===== config.mk =====
export PLATFORM = sky130hd
export DESIGN_NAME = fpls_cfg_regs
export DESIGN_NICKNAME = d
export VERILOG_FILES = /design/src/rtl/fpls_pkg.sv /design/src/rtl/fpls_cfg_regs.sv
export SDC_FILE = /design/constraint.sdc
export NUM_CORES = 1
export LEC_CHECK = 0
export BUFFER_PORTS_ARGS = -buffer_cell sky130_fd_sc_hd__buf_2
export CAP_MARGIN = 20
export CORE_ASPECT_RATIO = 1.5
export CORE_MARGIN = 2
export CORE_UTILIZATION = 35
export DETAILED_ROUTE_END_ITERATION = 12
export GPL_TIMING_DRIVEN = 0
export PLACE_DENSITY_LB_ADDON = 0.15
export SLEW_MARGIN = 20
export SYNTH_ARGS = -nofsm -noshare
export SYNTH_HDL_FRONTEND = slang
export SYNTH_SLANG_ARGS = --single-unit
export TNS_END_PERCENT = 5

===== constraint.sdc =====
create_clock -name clk_i -period 2.25 [get_ports clk_i]
set_clock_uncertainty 0.1 [all_clocks]
set_input_delay 0.225 -clock clk_i [delete_from_list [all_inputs] [get_ports clk_i]]
set_output_delay 0.225 -clock clk_i [all_outputs]
set_load 0.005 [all_outputs]

===== src/rtl/fpls_pkg.sv =====
// ----------------------------------------------------------------------------
// fpls_pkg: shared definitions for the five-point Laplacian stencil unit
// Field widths, register map, reset values and the configuration bundle.
// ----------------------------------------------------------------------------
package fpls_pkg;

  // Sample and result formats (signed Q16.16), gain format (unsigned Q16.16).
  localparam int unsigned SAMPLE_W = 32;
  localparam int unsigned LAP_W    = 32;
  localparam int unsigned GAIN_W   = 32;
  localparam int unsigned FRAC_W   = 16;

  // Grid size registers and their legal floor.
  localparam int unsigned DIM_W   = 11;
  localparam int unsigned MIN_DIM = 3;

  // Default grid capacity.
  localparam int unsigned MAX_WIDTH_DEF  = 1024;
  localparam int unsigned MAX_HEIGHT_DEF = 1024;

  // Configuration port geometry.
  localparam int unsigned APB_DATA_W = 32;
  localparam int unsigned APB_ADDR_W = 4;
  localparam int unsigned REG_IDX_W  = 2;

  // Register indexes.
  localparam logic [REG_IDX_W-1:0] REG_GRID_WIDTH  = 2'd0;
  localparam logic [REG_IDX_W-1:0] REG_GRID_HEIGHT = 2'd1;
  localparam logic [REG_IDX_W-1:0] REG_INV_H_SQ    = 2'd2;

  // Reset values.
  localparam logic [DIM_W-1:0]  GRID_WIDTH_RST  = 11'd1024;
  localparam logic [DIM_W-1:0]  GRID_HEIGHT_RST = 11'd1024;
  localparam logic [GAIN_W-1:0] INV_H_SQ_RST    = 32'h0001_0000;

  // Configuration as seen by the datapath; restart pulses on a size write.
  typedef struct packed {
    logic [DIM_W-1:0]  grid_width;
    logic [DIM_W-1:0]  grid_height;
    logic [GAIN_W-1:0] inv_h_sq;
    logic              restart;
  } cfg_t;

endpackage


===== src/rtl/fpls_cfg_regs.sv =====
// ----------------------------------------------------------------------------
// fpls_cfg_regs: APB register file
// Holds grid width, grid height and gain, and flags a frame restart whenever
// a size register is written.
// ----------------------------------------------------------------------------
module fpls_cfg_regs (
  input  logic                               clk_i,
  input  logic                               rst_ni,
  input  logic                               psel,
  input  logic                               penable,
  input  logic                               pwrite,
  input  logic [fpls_pkg::APB_ADDR_W-1:0]    paddr,
  input  logic [fpls_pkg::APB_DATA_W-1:0]    pwdata,
  output logic [fpls_pkg::APB_DATA_W-1:0]    prdata,
  output logic                               pready,
  output fpls_pkg::cfg_t                     cfg_o
);
  import fpls_pkg::*;

  logic [DIM_W-1:0]     grid_width_q, grid_height_q;
  logic [GAIN_W-1:0]    inv_h_sq_q;
  logic                 wr_en;
  logic [REG_IDX_W-1:0] reg_idx;

  assign pready  = 1'b1;
  assign reg_idx = paddr[APB_ADDR_W-1:APB_ADDR_W-REG_IDX_W];
  assign wr_en   = psel && penable && pwrite;

  // Register writes in the access phase; unknown indexes are ignored.
  always_ff @(posedge clk_i or negedge rst_ni) begin
    if (!rst_ni) begin
      grid_width_q  <= GRID_WIDTH_RST;
      grid_height_q <= GRID_HEIGHT_RST;
      inv_h_sq_q    <= INV_H_SQ_RST;
    end else if (wr_en) begin
      case (reg_idx)
        REG_GRID_WIDTH:  grid_width_q  <= pwdata[DIM_W-1:0];
        REG_GRID_HEIGHT: grid_height_q <= pwdata[DIM_W-1:0];
        REG_INV_H_SQ:    inv_h_sq_q    <= pwdata[GAIN_W-1:0];
        default: ;
      endcase
    end
  end

  // Read mux.
  always_comb begin
    case (reg_idx)
      REG_GRID_WIDTH:  prdata = APB_DATA_W'(grid_width_q);
      REG_GRID_HEIGHT: prdata = APB_DATA_W'(grid_height_q);
      REG_INV_H_SQ:    prdata = APB_DATA_W'(inv_h_sq_q);
      default:         prdata = '0;
    endcase
  end

  // A size write restarts the frame at the same edge.
  assign cfg_o.grid_width  = grid_width_q;
  assign cfg_o.grid_height = grid_height_q;
  assign cfg_o.inv_h_sq    = inv_h_sq_q;
  assign cfg_o.restart     = wr_en &&
                             ((reg_idx == REG_GRID_WIDTH) || (reg_idx == REG_GRID_HEIGHT));

endmodule


* Yosys cells after proc, flatten, opt, wreduce, memory -nomap -nowiden
Cells that the tools add are included.
Operators by class: muxes and demuxes 1, eq/ne operators 2, reduce and logical (&&, ||, !) cells 8
Operators with widths (count):
- $pmux 32 s3 | 1
- $reduce_and 2->1 | 3
- $logic_and 1x1->1 | 3
- $eq 2x1->1 const B | 1
- $eq 2x2->1 const B | 1
- $logic_not 2->1 | 1
- $logic_or 1x1->1 | 1
Word-level totals: flip-flop bits (word level) 54, logic and storage cells 14, input port bits 41

* Logic depth before layout (Yosys ltp)
depth after elaboration 3, depth in mapped cells 5, mapped depth without buffers 3

* Worst setup path after synthesis
OpenSTA, ideal clock, no wires.
path type input-to-reg, start input port paddr[3] (netlist bit), end register grid_width_q[1], library setup time 0.128 ns, stages on the path 4, data required time 2.022 ns, arrival 1.180 ns, path buffers 1, slack 0.843 ns, cell sequence and4b_1 > nor2b_1 > buf_4 > mux2_1
Between the ends: longest elaborated chain between the ends 2
RTL lines:
- start, declared | line fpls_cfg_regs.sv:12 | input logic [fpls_pkg::APB_ADDR_W-1:0] paddr,
- $logic_not 2->1 | line fpls_cfg_regs.sv:36 | case (reg_idx)
- $reduce_and 2->1 (no line)
- end signal, assigned | line fpls_cfg_regs.sv:37 | REG_GRID_WIDTH: grid_width_q <= pwdata[DIM_W-1:0];
- end, declared | line fpls_cfg_regs.sv:20 | logic [DIM_W-1:0] grid_width_q, grid_height_q;
No other way between the ends. A chain may end at the register's enable or synchronous reset.

* Final worst setup path
start input port paddr[2] (netlist bit), end output port prdata[0] (netlist bit)
Between the ends: longest elaborated chain between the ends 2, elaborated cells on any way between the ends 4
RTL lines:
- $eq 2x2->1 (tied with other cells) | line fpls_cfg_regs.sv:47 | case (reg_idx)
- $pmux 32 s3 * | line fpls_cfg_regs.sv:47
- end, declared | line fpls_cfg_regs.sv:14 | output logic [fpls_pkg::APB_DATA_W-1:0] prdata,
Every way passes the cells marked *; elsewhere a longest branch is shown, timed or not.

==> results by group <==
Status
  • Status: complete, no violations

STA
  • Worst Setup Slack, final: around 0.54 ns
  • Final Hold Vio Count: 0
  • Hold_ws: 0.0333 ns
  • # setup viols final: 0
  • Fin. max-slew vios: 0
  • Slew @ Worst Pin: 0.686 ns
  • Final period utilization: 75.9%
  • RSZ-0062 raised after global routing: no
  • Setup TNS: 0 ns
  • Min Tclk post-route: 1.71 ns
  • Max-slew headroom: 54.3%
  • Max frequency: 0.586 GHz

Final layout
  • Final #Nets: 355
  • Multi-input combinational cell area: 993 um^2
  • Fillcell total: 680
  • Fin area: 0.00325 mm^2
  • ANT cells: 0
  • Finished Layout Cells: 393
  • Area grow syn2layout: 33.6%
  • Layout cells sized above 1: 46.3%
  • FF+latch area: 0.00136 mm^2

Clock tree
  • Total clock buffers created by CTS: 5
  • Clk sinks: 54
  • H-tree levels: 2
  • Clk Latency, worst-skew pair: 0.30 ns
  • Clock transition at path regs: 0.09 ns
  • Clock tree buffer depth: 2
  • Root buffer cell: clkbuf_8
  • Post-CTS sizing: 0
  • CTS tree: yes

Synth
  • Synth Area per Inst: between 10 and 15 um^2
  • Distinct cell type count of the synthesized netlist: 17
  • Sequential-to-total area share from yosys stat: 55.8%
  • YS warnings: 0
  • Synth Register Bits: 54
  • Synthesized cell area: 0.00243 mm^2
  • Syn_nets: around 220
  • Cell count after synthesis: 181

Floorplanning
  • Num rows: 37
  • Die width: ~72 um
  • Die area: around 0.0076 mm^2
  • Total core area: 0.00681 mm^2
  • Die Ht: approximately 110 um
  • Number of I/O pins: 129
  • Initial core utilization: between 30% and 40%

Routing
  • Post-route ant nets: 0
  • M1 wire length: 2310 um
  • Met3 WL post-DR: 407 um
  • DR pass1 iterations: 4
  • Routed length on met2: just over 3000 um
  • Final wirelength: slightly below 6000 um
  • Vias per cell: 4.73
  • First DRT Iteration DRCs: 56
  • Uppermost layer routed: met4
  • WL per Instance: 14.7 um
  • Drt drc: 0
  • Vias: 1,857

Critical path
  • Worst Setup End Kind: output port
  • Crit-path max cell delay: 0.51 ns
  • Critical path class: in2out
  • CP Buf/Inv Count: 3
  • R2R cell count: 1
  • CP most frequent cell: buf_2
  • Critical Path RT: 1.92 ns
  • Crit path cell chain: buf_2 > nor2b_1 > clkbuf_1 > nand2_1 > o21ai_0 > buf_2
  • Slowest-stage cell, CP: clkbuf_1
  • Worst Path Arrival: 1.38 ns
  • WP depth: 6
  • Crit path max-delay family: buffers and inverters
  • Startpoint types: primary input
  • CP Max Fanout: 10

Hold path
  • Cells on Worst Hold Path: 2
  • Hold crit path type: in2reg

GRT
  • Initial antenna violation count: 0
  • Gr ovfl total: 0
  • First-pass GRT wire length: 9270 um
  • Total global-route track usage: 15.7%
  • Pin count of the biggest net entering global routing: 55
  • Vias in the first global route: ~1,800

Place
  • Pre-CTS setup slack: 0.519 ns
  • Dpl hpwl: 4220 um
  • Placed Cells: about 380
  • GPL Wtd Cong: 0.705
  • Port Buffer Count: 125
  • Placed Area: 0.00316 mm^2

Power and ir drop
  • Static Leakage: between 1.5 and 2 nW
  • Worst vdd ir: slightly below 0.4 mV
  • PD cells: slightly below 800 mW/mm^2

Flow run
  • Max_cap viols: 0
[state kept, by name, indices dropped and copies added, names as in the netlist]
| signal | cells |
|---|---|
| inv_h_sq_q | 32 |
| grid_height_q | 11 |
| grid_width_q | 11 |
[cells in the mapped netlist (all sizes together)]
library cell / instances / share of area (%)
and2: 21 / 5.4
and4: 1 / 0.36
and4b: 1 / 0.41
buf: 8 / 2.7
clkbuf: 4 / 0.62
conb: 1 / 0.15
dfrtp: 51 / 53
dfstp: 3 / 3.2
mux2: 54 / 25
mux2i: 11 / 4.5
nand2: 12 / 1.9
nor2b: 3 / 0.88
o21ai: 11 / 2.3
[layout make-up]
| class | count | area share, % |
|---|---|---|
| flip-flops and latches | 54 | 41.8 |
| multi-input cells | 115 | 30.6 |
| repair buffers | 126 | 19.7 |
| well taps | 78 | 3.01 |
| plain buffers | 12 | 2.51 |
| clock buffers | 8 | 2.47 |
[cells by family after synthesis]
group                  share of synthesized area (%)
AO/OA/AOI/OAI                                   2.27
buffers and inverters                           3.35
flip-flops                                      55.8
multiplexers                                    29.6
other                                          0.154
AND/OR/NAND/NOR                                 8.91
[metrics by stage]
stage          power (mW)  util (%)
3_3_place_gp         2.04      46.3
3_5_place_dp         2.05      46.4
2_1_floorplan        1.64         -
5_1_grt              2.73      47.7
4_1_cts              2.59      47.7
6_report             2.54      47.7
[power breakdown]
part / switching (mW) / total, mW / internal (mW)
clock network: 0.304 / 0.526 / 0.222
logic: 0.273 / 0.658 / 0.385
registers: 0.153 / 1.36 / 1.21
[metal layers]
metal  vias to the layer above  GRT usage [%]
li1                        883              -
met1                       890           17.9
met2                        80           28.9
met3                         4           3.13
met4                         0           4.45
met5                         -              0
[placed cells by master (no fill, tap or decap), types with 2 or more instances in the layout]
| cell | Yosys | layout |
|---|---|---|
| mux2_1 | 50 | 50 |
| buf_4 | 3 | 4 |
| clkbuf_1 | 4 | 7 |
| mux2_2 | 4 | 4 |
| dfstp_2 | 3 | 3 |
| o21ai_0 | 11 | 11 |
| nand2_1 | 12 | 12 |
| and2_1 | 21 | 21 |
| nor2b_1 | 2 | 2 |
| buf_2 | 2 | 126 |
| clkbuf_8 | 0 | 5 |
| mux2i_1 | 11 | 11 |
| buf_6 | 3 | 3 |
| dfrtp_1 | 51 | 51 |
[timing repair]
| action | CTS | global route |
|---|---|---|
| endpoints found under the hold margin | 51 | 0 |
| setup endpoints to repair | 0 | 0 |
| hold buffers | 1 | 0 |
| buffers inserted | 0 | 0 |
[path summary, 6_finish.rpt]
check	start	end	slack, ns
max in group asynchronous	rst_ni	grid_width_q[3]	1.18
hold reg to reg	inv_h_sq_q[24]	inv_h_sq_q[24]	0.40
hold / removal	pwdata[24]	inv_h_sq_q[24]	0.03
min in group asynchronous	rst_ni	grid_width_q[7]	0.41
setup reg to reg	grid_height_q[1]	grid_height_q[1]	1.34
setup / recovery	paddr[2]	prdata[0]	0.54
(Power assumes the default switching activity.)
