==> config.mk <==
export PLATFORM = sky130hd
export DESIGN_NAME = fpls_scale
export DESIGN_NICKNAME = d
export VERILOG_FILES = /design/src/rtl/fpls_pkg.sv /design/src/rtl/fpls_scale.sv
export SDC_FILE = /design/constraint.sdc
export NUM_CORES = 2
export LEC_CHECK = 0
export BUFFER_PORTS_ARGS = -buffer_cell sky130_fd_sc_hd__buf_2
export CORE_ASPECT_RATIO = 0.9
export CORE_MARGIN = 4
export CORE_UTILIZATION = 30
export CTS_CLUSTER_DIAMETER = 80
export DETAILED_ROUTE_END_ITERATION = 16
export HOLD_SLACK_MARGIN = 0.12
export PLACE_DENSITY = 0.4
export SYNTH_ARGS = -nofsm -noshare
export SYNTH_HDL_FRONTEND = slang
export SYNTH_SLANG_ARGS = --single-unit
==> constraint.sdc <==
create_clock -name clk_i -period 9.5 [get_ports clk_i]
set_clock_uncertainty 0.15 [all_clocks]
set_input_delay 0 -clock clk_i [delete_from_list [all_inputs] [get_ports clk_i]]
set_output_delay 0 -clock clk_i [all_outputs]
set_load 0.02 [all_outputs]
==> src/rtl/fpls_pkg.sv <==
// ----------------------------------------------------------------------------
// fpls_pkg: shared definitions for the five-point Laplacian stencil unit
// Field widths, register map, reset values and the configuration bundle.
// ----------------------------------------------------------------------------
package fpls_pkg;

  // Sample and result formats (signed Q16.16), gain format (unsigned Q16.16).
  localparam int unsigned SAMPLE_W = 32;
  localparam int unsigned LAP_W    = 32;
  localparam int unsigned GAIN_W   = 32;
  localparam int unsigned FRAC_W   = 16;

  // Grid size registers and their legal floor.
  localparam int unsigned DIM_W   = 11;
  localparam int unsigned MIN_DIM = 3;

  // Default grid capacity.
  localparam int unsigned MAX_WIDTH_DEF  = 1024;
  localparam int unsigned MAX_HEIGHT_DEF = 1024;

  // Configuration port geometry.
  localparam int unsigned APB_DATA_W = 32;
  localparam int unsigned APB_ADDR_W = 4;
  localparam int unsigned REG_IDX_W  = 2;

  // Register indexes.
  localparam logic [REG_IDX_W-1:0] REG_GRID_WIDTH  = 2'd0;
  localparam logic [REG_IDX_W-1:0] REG_GRID_HEIGHT = 2'd1;
  localparam logic [REG_IDX_W-1:0] REG_INV_H_SQ    = 2'd2;

  // Reset values.
  localparam logic [DIM_W-1:0]  GRID_WIDTH_RST  = 11'd1024;
  localparam logic [DIM_W-1:0]  GRID_HEIGHT_RST = 11'd1024;
  localparam logic [GAIN_W-1:0] INV_H_SQ_RST    = 32'h0001_0000;

  // Configuration as seen by the datapath; restart pulses on a size write.
  typedef struct packed {
    logic [DIM_W-1:0]  grid_width;
    logic [DIM_W-1:0]  grid_height;
    logic [GAIN_W-1:0] inv_h_sq;
    logic              restart;
  } cfg_t;

endpackage

==> src/rtl/fpls_scale.sv <==
// ----------------------------------------------------------------------------
// fpls_scale: gain, rounding and saturation pipeline
// Takes the raw stencil sum, multiplies its magnitude by the Q16.16 gain,
// rounds to nearest with ties away from zero and clips to 32 bits.
// ----------------------------------------------------------------------------
module fpls_scale #(
  parameter int unsigned TAG_W = 21
) (
  input  logic                                 clk_i,
  input  logic                                 rst_ni,
  input  logic                                 in_valid_i,
  output logic                                 in_ready_o,
  input  logic signed [fpls_pkg::SAMPLE_W+3:0] in_sum_i,
  input  logic [TAG_W-1:0]                     in_tag_i,
  input  logic [fpls_pkg::GAIN_W-1:0]          gain_i,
  output logic                                 out_valid_o,
  input  logic                                 out_ready_i,
  output logic [fpls_pkg::LAP_W-1:0]           out_lap_o,
  output logic                                 out_sat_o,
  output logic [TAG_W-1:0]                     out_tag_o
);
  import fpls_pkg::*;

  localparam int unsigned SUM_W = SAMPLE_W + 4;
  localparam int unsigned LO_W  = 32;
  localparam int unsigned HI_W  = SUM_W - LO_W;
  localparam int unsigned LP_W  = LO_W + GAIN_W;
  localparam int unsigned HP_W  = HI_W + GAIN_W;
  localparam int unsigned RND_W = LP_W + 1 - FRAC_W;
  localparam int unsigned Q_W   = RND_W + 1;

  // Stage A: registered sum.
  logic                    va_q;
  logic signed [SUM_W-1:0] suma_q;
  logic [TAG_W-1:0]        taga_q;
  // Stage B: sign and magnitude.
  logic                    vb_q, negb_q;
  logic [SUM_W-1:0]        magb_q;
  logic [TAG_W-1:0]        tagb_q;
  // Stage C: partial products.
  logic                    vc_q, negc_q;
  logic [LP_W-1:0]         loc_q;
  logic [HP_W-1:0]         hic_q;
  logic [TAG_W-1:0]        tagc_q;
  // Stage D: clipped magnitude.
  logic                    vd_q, negd_q, satd_q;
  logic [LAP_W-1:0]        qd_q;
  logic [TAG_W-1:0]        tagd_q;
  // Output register.
  logic                    vo_q, sato_q;
  logic [LAP_W-1:0]        lapo_q;
  logic [TAG_W-1:0]        tago_q;

  logic                    rdy_a, rdy_b, rdy_c, rdy_d, rdy_o;
  logic [SUM_W-1:0]        mag_d;
  logic [LP_W-1:0]         lo_d;
  logic [HP_W-1:0]         hi_d;
  logic [LP_W:0]           rnd_sum;
  logic [Q_W-1:0]          q_full, q_lim;
  logic                    sat_d;
  logic [LAP_W-1:0]        q_d;

  // Each stage loads when it is empty or its contents move on.
  assign rdy_o      = !vo_q || out_ready_i;
  assign rdy_d      = !vd_q || rdy_o;
  assign rdy_c      = !vc_q || rdy_d;
  assign rdy_b      = !vb_q || rdy_c;
  assign rdy_a      = !va_q || rdy_b;
  assign in_ready_o = rdy_a;

  // Magnitude of the sum.
  assign mag_d = suma_q[SUM_W-1] ? (SUM_W'(0) - $unsigned(suma_q)) : $unsigned(suma_q);

  // Low and high partial products of magnitude times gain.
  assign lo_d = LP_W'(magb_q[LO_W-1:0]) * LP_W'(gain_i);
  assign hi_d = HP_W'(magb_q[SUM_W-1:LO_W]) * HP_W'(gain_i);

  // Round to Q16.16 and clip the magnitude at the signed limit.
  always_comb begin
    rnd_sum = {1'b0, loc_q} + (LP_W+1)'(1 << (FRAC_W - 1));
    q_full  = Q_W'({hic_q[FRAC_W-1:0], {FRAC_W{1'b0}}}) + Q_W'(rnd_sum[LP_W:FRAC_W]);
    q_lim   = negc_q ? Q_W'(33'h0_8000_0000) : Q_W'(33'h0_7FFF_FFFF);
    sat_d   = (|hic_q[HP_W-1:FRAC_W]) || (q_full > q_lim);
    q_d     = sat_d ? q_lim[LAP_W-1:0] : q_full[LAP_W-1:0];
  end

  // Valid bits.
  always_ff @(posedge clk_i or negedge rst_ni) begin
    if (!rst_ni) begin
      va_q <= 1'b0;
      vb_q <= 1'b0;
      vc_q <= 1'b0;
      vd_q <= 1'b0;
      vo_q <= 1'b0;
    end else begin
      if (rdy_a) va_q <= in_valid_i;
      if (rdy_b) vb_q <= va_q;
      if (rdy_c) vc_q <= vb_q;
      if (rdy_d) vd_q <= vc_q;
      if (rdy_o) vo_q <= vd_q;
    end
  end

  // Payload registers.
  always_ff @(posedge clk_i) begin
    if (rdy_a) begin
      suma_q <= in_sum_i;
      taga_q <= in_tag_i;
    end
    if (rdy_b) begin
      negb_q <= suma_q[SUM_W-1];
      magb_q <= mag_d;
      tagb_q <= taga_q;
    end
    if (rdy_c) begin
      negc_q <= negb_q;
      loc_q  <= lo_d;
      hic_q  <= hi_d;
      tagc_q <= tagb_q;
    end
    if (rdy_d) begin
      negd_q <= negc_q;
      satd_q <= sat_d;
      qd_q   <= q_d;
      tagd_q <= tagc_q;
    end
    if (rdy_o) begin
      lapo_q <= negd_q ? (LAP_W'(0) - qd_q) : qd_q;
      sato_q <= satd_q;
      tago_q <= tagd_q;
    end
  end

  assign out_valid_o = vo_q;
  assign out_lap_o   = lapo_q;
  assign out_sat_o   = sato_q;
  assign out_tag_o   = tago_q;

  // A clipped result always sits exactly on one of the two limits.
  a_sat_at_limit: assert property (@(posedge clk_i) disable iff (!rst_ni)
    (vo_q && sato_q) |-> ((lapo_q == 32'h7FFF_FFFF) || (lapo_q == 32'h8000_0000)))
    else $error("saturated result is not at a limit");

endmodule

Word level (Yosys, flattened, before mapping). Index checks and enable logic that the tools add are counted.

Register bits: 351.

$add $sub $neg: 4. $mul: 2. $lt $le $gt $ge: 1. Multiplexer cells: 4. Reductions and logical operators: 12.

Operators by type and width (count): 32-bit 2-to-1 mux (3); 64-bit by 16-bit adder with 65-bit output, second input constant (1); 32-bit by 32-bit multiplier with 64-bit output (1); 32-bit by 49-bit adder with 50-bit output (1); 50-bit by 32-bit greater-than comparator with 1-bit output (1); 4-bit by 32-bit multiplier with 36-bit output (1); 1-bit by 36-bit subtractor with 36-bit output, first input constant (1); 35-bit 2-to-1 mux (1); 1-bit by 32-bit subtractor with 32-bit output, first input constant (1); 20-bit OR reduction (1); 1-bit logical OR (6); 1-bit logical NOT (5).

Longest topological paths before layout.
Word-level depth: 6. Depth in mapped cells: 30. Gate-level depth less buffers: 28.

Worst setup path after synthesis. OpenSTA, ideal clock, no wires.

Kind: reg2reg. Start: register magb_q[13]. End: register loc_q[62] (data pin). Data arrival time: 7.678 ns. Setup slack: 1.505 ns. Stages on the path, launching flop included: 27. Buffers on the path: 1. Path through: edfxtp_1 clkbuf_1 and2_1 fa_1 fa_1 fa_1 inv_1 fa_1 inv_1 fa_1 inv_1 fa_1 inv_1 fa_1 fa_1 ha_1 a21o_1 a211o_1 a31oi_1 o211ai_1 o21ai_0 o31ai_1 a21oi_1 o41ai_1 a31oi_1 o31a_1 a211oi_1.

Longest elaborated chain between the ends: 1.

Ends and longest elaborated chain: start: declaration (RTL line fpls_scale.sv:38) `logic [SUM_W-1:0] magb_q;`; start signal: assignment (RTL line fpls_scale.sv:112) `magb_q <= mag_d;`; 32-bit by 32-bit multiplier with 64-bit output (RTL line fpls_scale.sv:75) `assign lo_d = LP_W'(magb_q[LO_W-1:0]) * LP_W'(gain_i);`; via lo_d[62] (RTL line fpls_scale.sv:56) `logic [LP_W-1:0] lo_d;`; end signal: assignment (RTL line fpls_scale.sv:117) `loc_q <= lo_d;`; end: declaration (RTL line fpls_scale.sv:42) `logic [LP_W-1:0] loc_q;`.

The timed path passes the listed nets, and every way through them passes these cells. A chain may end at the register's enable or synchronous reset.

Worst setup path in the final report.
Start: register magb_q[18]. End: register loc_q[63] (data pin).

Same word-level chain as after synthesis.

==> impl_metrics.env <==
export IMPL_post_synth_num_cell_types=62
export IMPL_io_buffers=148
export IMPL_yosys_warnings=0
export IMPL_gp_congestion=0.798
export IMPL_drc=0
export IMPL_cts_hold_buf=120
export IMPL_worst_slew_pin_slew_ns=1.15
export IMPL_clockBufferDepth=3
export IMPL_grt_max_degree=60
export IMPL_status="complete, no violations"
export IMPL_drive_gt1_frac=0.0718
export IMPL_hold_path_class="in2async"
export IMPL_synth_fp_nets=6434
export IMPL_grt_usage=0.178
export IMPL_slowest_delay_ns=0.82
export IMPL_synthAdderAreaFrac=0.462
export IMPL_h_tree_depth=2
export IMPL_startpoint_type="flip-flop"
export IMPL_post_cts_setup_buffers=0
export IMPL_totalWireLength_mm=155
export IMPL_core_sq_mm=0.169
export IMPL_vias_per_cell=4.60
export IMPL_grt_pass1_vias=37396
export IMPL_drtIter0Drc=1736
export IMPL_max_freq_mhz=111
export IMPL_fin_setup_tns_ns=0
export IMPL_synthXorXnorAreaFrac=0.0351
export IMPL_syn_area_sq_mm=0.0510
export IMPL_drv_cap=0
export IMPL_cts_resized=0
export IMPL_crit_path_end_kind="flip-flop"
export IMPL_layout_area_overhead_vs_synth_pct=12.5
export IMPL_io_pins=149
export IMPL_synth_avg_cell_area_sq_um=10.1
export IMPL_worst_path_buf_inv=7
export IMPL_row_count=143
export IMPL_ys_seq_area_frac=0.198
export IMPL_fin_nets=6599
export IMPL_ys_flop_type="edfxtp_1"
export IMPL_dp_hpwl_mm=124
export IMPL_setup_violations=0
export IMPL_num_vias=34455
export IMPL_slew_violations=0
export IMPL_synthSimpleGateAreaFrac=0.159
export IMPL_clock_sinks=336
export IMPL_firstDrtPassIters=5
export IMPL_ant_nets=0
export IMPL_synth_cells=5034
export IMPL_timing_hold_ws_ns=0.204
export IMPL_async_flop_share=0.0149
export IMPL_crit_arrival_ns=9.26
export IMPL_synth_compound_area_frac=0.0494
export IMPL_yosys_register_bits=336
export IMPL_synth_edf_count=331
export IMPL_clk_latency_ns=0.67
export IMPL_start_util=0.302
export IMPL_synth_top_family_by_area="adder cells"
export IMPL_rsz0062_at_grt="no"
export IMPL_finalCritPeriodShare=0.948
export IMPL_cp_common_cell="fa_1"
export IMPL_wire_per_inst_um=20.7
export IMPL_antenna_found_initial=13
export IMPL_relSlewSlack=0.230
export IMPL_synthMuxAreaShare=0.00810
export IMPL_cts_buffers=51
export IMPL_dieArea_sq_mm=0.177
export IMPL_path_clk_slew_ns=0.06
export IMPL_die_w_um=442
export IMPL_cts_tree="yes"
export IMPL_critPathSlowestCell="edfxtp_1"
export IMPL_crit_fanout=17
export IMPL_period_minus_slack_ns=9.01
export IMPL_crit_family="adder cells"
export IMPL_hold_viol=0
export IMPL_required_ns=9.75
export IMPL_grt_ovfl_total=0
export IMPL_clockRootBuffer="clkbuf_16"
export IMPL_die_y_um=399
export IMPL_grt_pass1_wl_mm=238
export IMPL_crit_type="reg2reg"
cell type report:
cell class,count,area [sq um]
Clock buffer,54,1290
Multi-Input combinational cell,3490,36400
Antenna cell,4,10.0
Fill cell,17422,112000
Tap cell,2247,2810
Timing Repair Buffer,363,2660
Clock inverter,40,554
Inverter,957,3590
Sequential cell,336,10100
final timing paths:
kind,from,to,slack (ns),cells after the start
max,magb_q[18]$_DFFE_PP_,loc_q[63]$_DFFE_PP_,0.49,27
min,rst_ni,vc_q$_DFFE_PN0P_,0.20,3
max reg2reg,magb_q[18]$_DFFE_PP_,loc_q[63]$_DFFE_PP_,0.49,27
min reg2reg,tagc_q[0]$_DFFE_PP_,tagd_q[0]$_DFFE_PP_,0.22,0
max in group asynchronous,rst_ni,vd_q$_DFFE_PN0P_,8.79,3
min in group clk_i,out_ready_i,vd_q$_DFFE_PN0P_,0.21,5
flip-flops by register name, indices dropped and copies added (netlist names):
register / flops
loc_q: 49
hic_q: 36
magb_q: 36
suma_q: 36
out_lap_o: 32
qd_q: 32
out_tag_o: 21
taga_q: 21
tagb_q: 21
tagc_q: 21
tagd_q: 21
negb_q: 1
negc_q: 1
negd_q: 1
out_sat_o: 1
out_valid_o: 1
satd_q: 1
va_q: 1
vb_q: 1
vc_q: 1
vd_q: 1
worst reg2reg max path, delay by kind of cell (launching register included):
kind                     cells  cell delay (ns)
flip-flops                   1             0.82
adder cells (fa/ha/maj)      9             4.37
AND/OR/NAND/NOR              6             1.11
XOR/XNOR                     1             0.09
buffers and inverters        7             0.94
AO/OA/AOI/OAI                4             1.25
per-stage QoR:
| step | utilization | worst slack, ns | instance area (sq um) | instances |
|---|---|---|---|---|
| floorplan | - | 1.50 | 51000 | 5034 |
| global placement | 0.321 | 0.639 | 54300 | 7273 |
| detailed placement | 0.321 | 0.448 | 54300 | 7273 |
| CTS | 0.339 | 0.412 | 57300 | 7487 |
| global route | 0.339 | 0.0907 | 57300 | 7487 |
| finish | 0.339 | 0.490 | 57300 | 7491 |
cell families (layout without fill, tap and decap cells):
| group | count (synthesis) | count (layout) |
|---|---|---|
| AO/OA/AOI/OAI | 383 | 383 |
| XOR/XNOR | 204 | 204 |
| adder cells (fa/ha/maj) | 1307 | 1307 |
| buffers and inverters | 1208 | 1414 |
| flip-flops | 336 | 336 |
| multiplexers | 33 | 33 |
| other | 0 | 4 |
| AND/OR/NAND/NOR | 1563 | 1563 |
Yosys cell counts (all sizes together) (8+ instances only):
library cell | n | area share
a31oi | 18 | 0.0022
fa | 956 | 0.38
nand3 | 47 | 0.0046
a211oi | 20 | 0.0029
inv | 957 | 0.070
and4 | 9 | 0.0015
and2 | 659 | 0.081
a21oi | 102 | 0.010
and3 | 18 | 0.0022
mux2 | 30 | 0.0075
nor2b | 8 | 0.00098
o21ai | 62 | 0.0061
or3 | 22 | 0.0027
clkbuf | 247 | 0.018
xor2 | 48 | 0.0083
xnor2 | 156 | 0.027
o31ai | 25 | 0.0037
o41ai | 12 | 0.0021
nand4 | 41 | 0.0053
edfxtp | 331 | 0.20
nor3 | 30 | 0.0032
or4 | 16 | 0.0024
o21a | 14 | 0.0021
o21bai | 20 | 0.0029
nand2 | 602 | 0.044
nand2b | 15 | 0.0018
a21o | 68 | 0.010
ha | 351 | 0.086
nor2 | 72 | 0.0053
nor4 | 11 | 0.0014
cell usage in the layout (no fill, tap or decap), drive strengths merged, types with 8 or more instances in the layout:
master,instances
ha,351
a211oi,20
o31ai,25
and3,18
nand3,47
o41ai,12
or3,22
edfxtp,331
o21a,14
nor4,11
clkbuf,54
xnor2,156
xor2,48
fa,956
buf,243
o21ai,62
a21oi,102
nor3,30
nor2,72
inv,967
nand2,602
or4,16
mux2,30
nand2b,15
a31oi,18
nand4,41
dlygate4sd3,120
clkinv,15
and4,9
o21bai,20
a21o,68
bufinv,10
and2,659
nor2b,8
per-layer routing:
metal	wire, um	track usage
met1	73300	0.253
met4	3920	0.0439
met3	5820	0.0228
met5	18	0
met2	71700	0.289
Power is not shown: default switching activity piles up to over one toggle a cycle in this logic, so the estimate is an artifact.
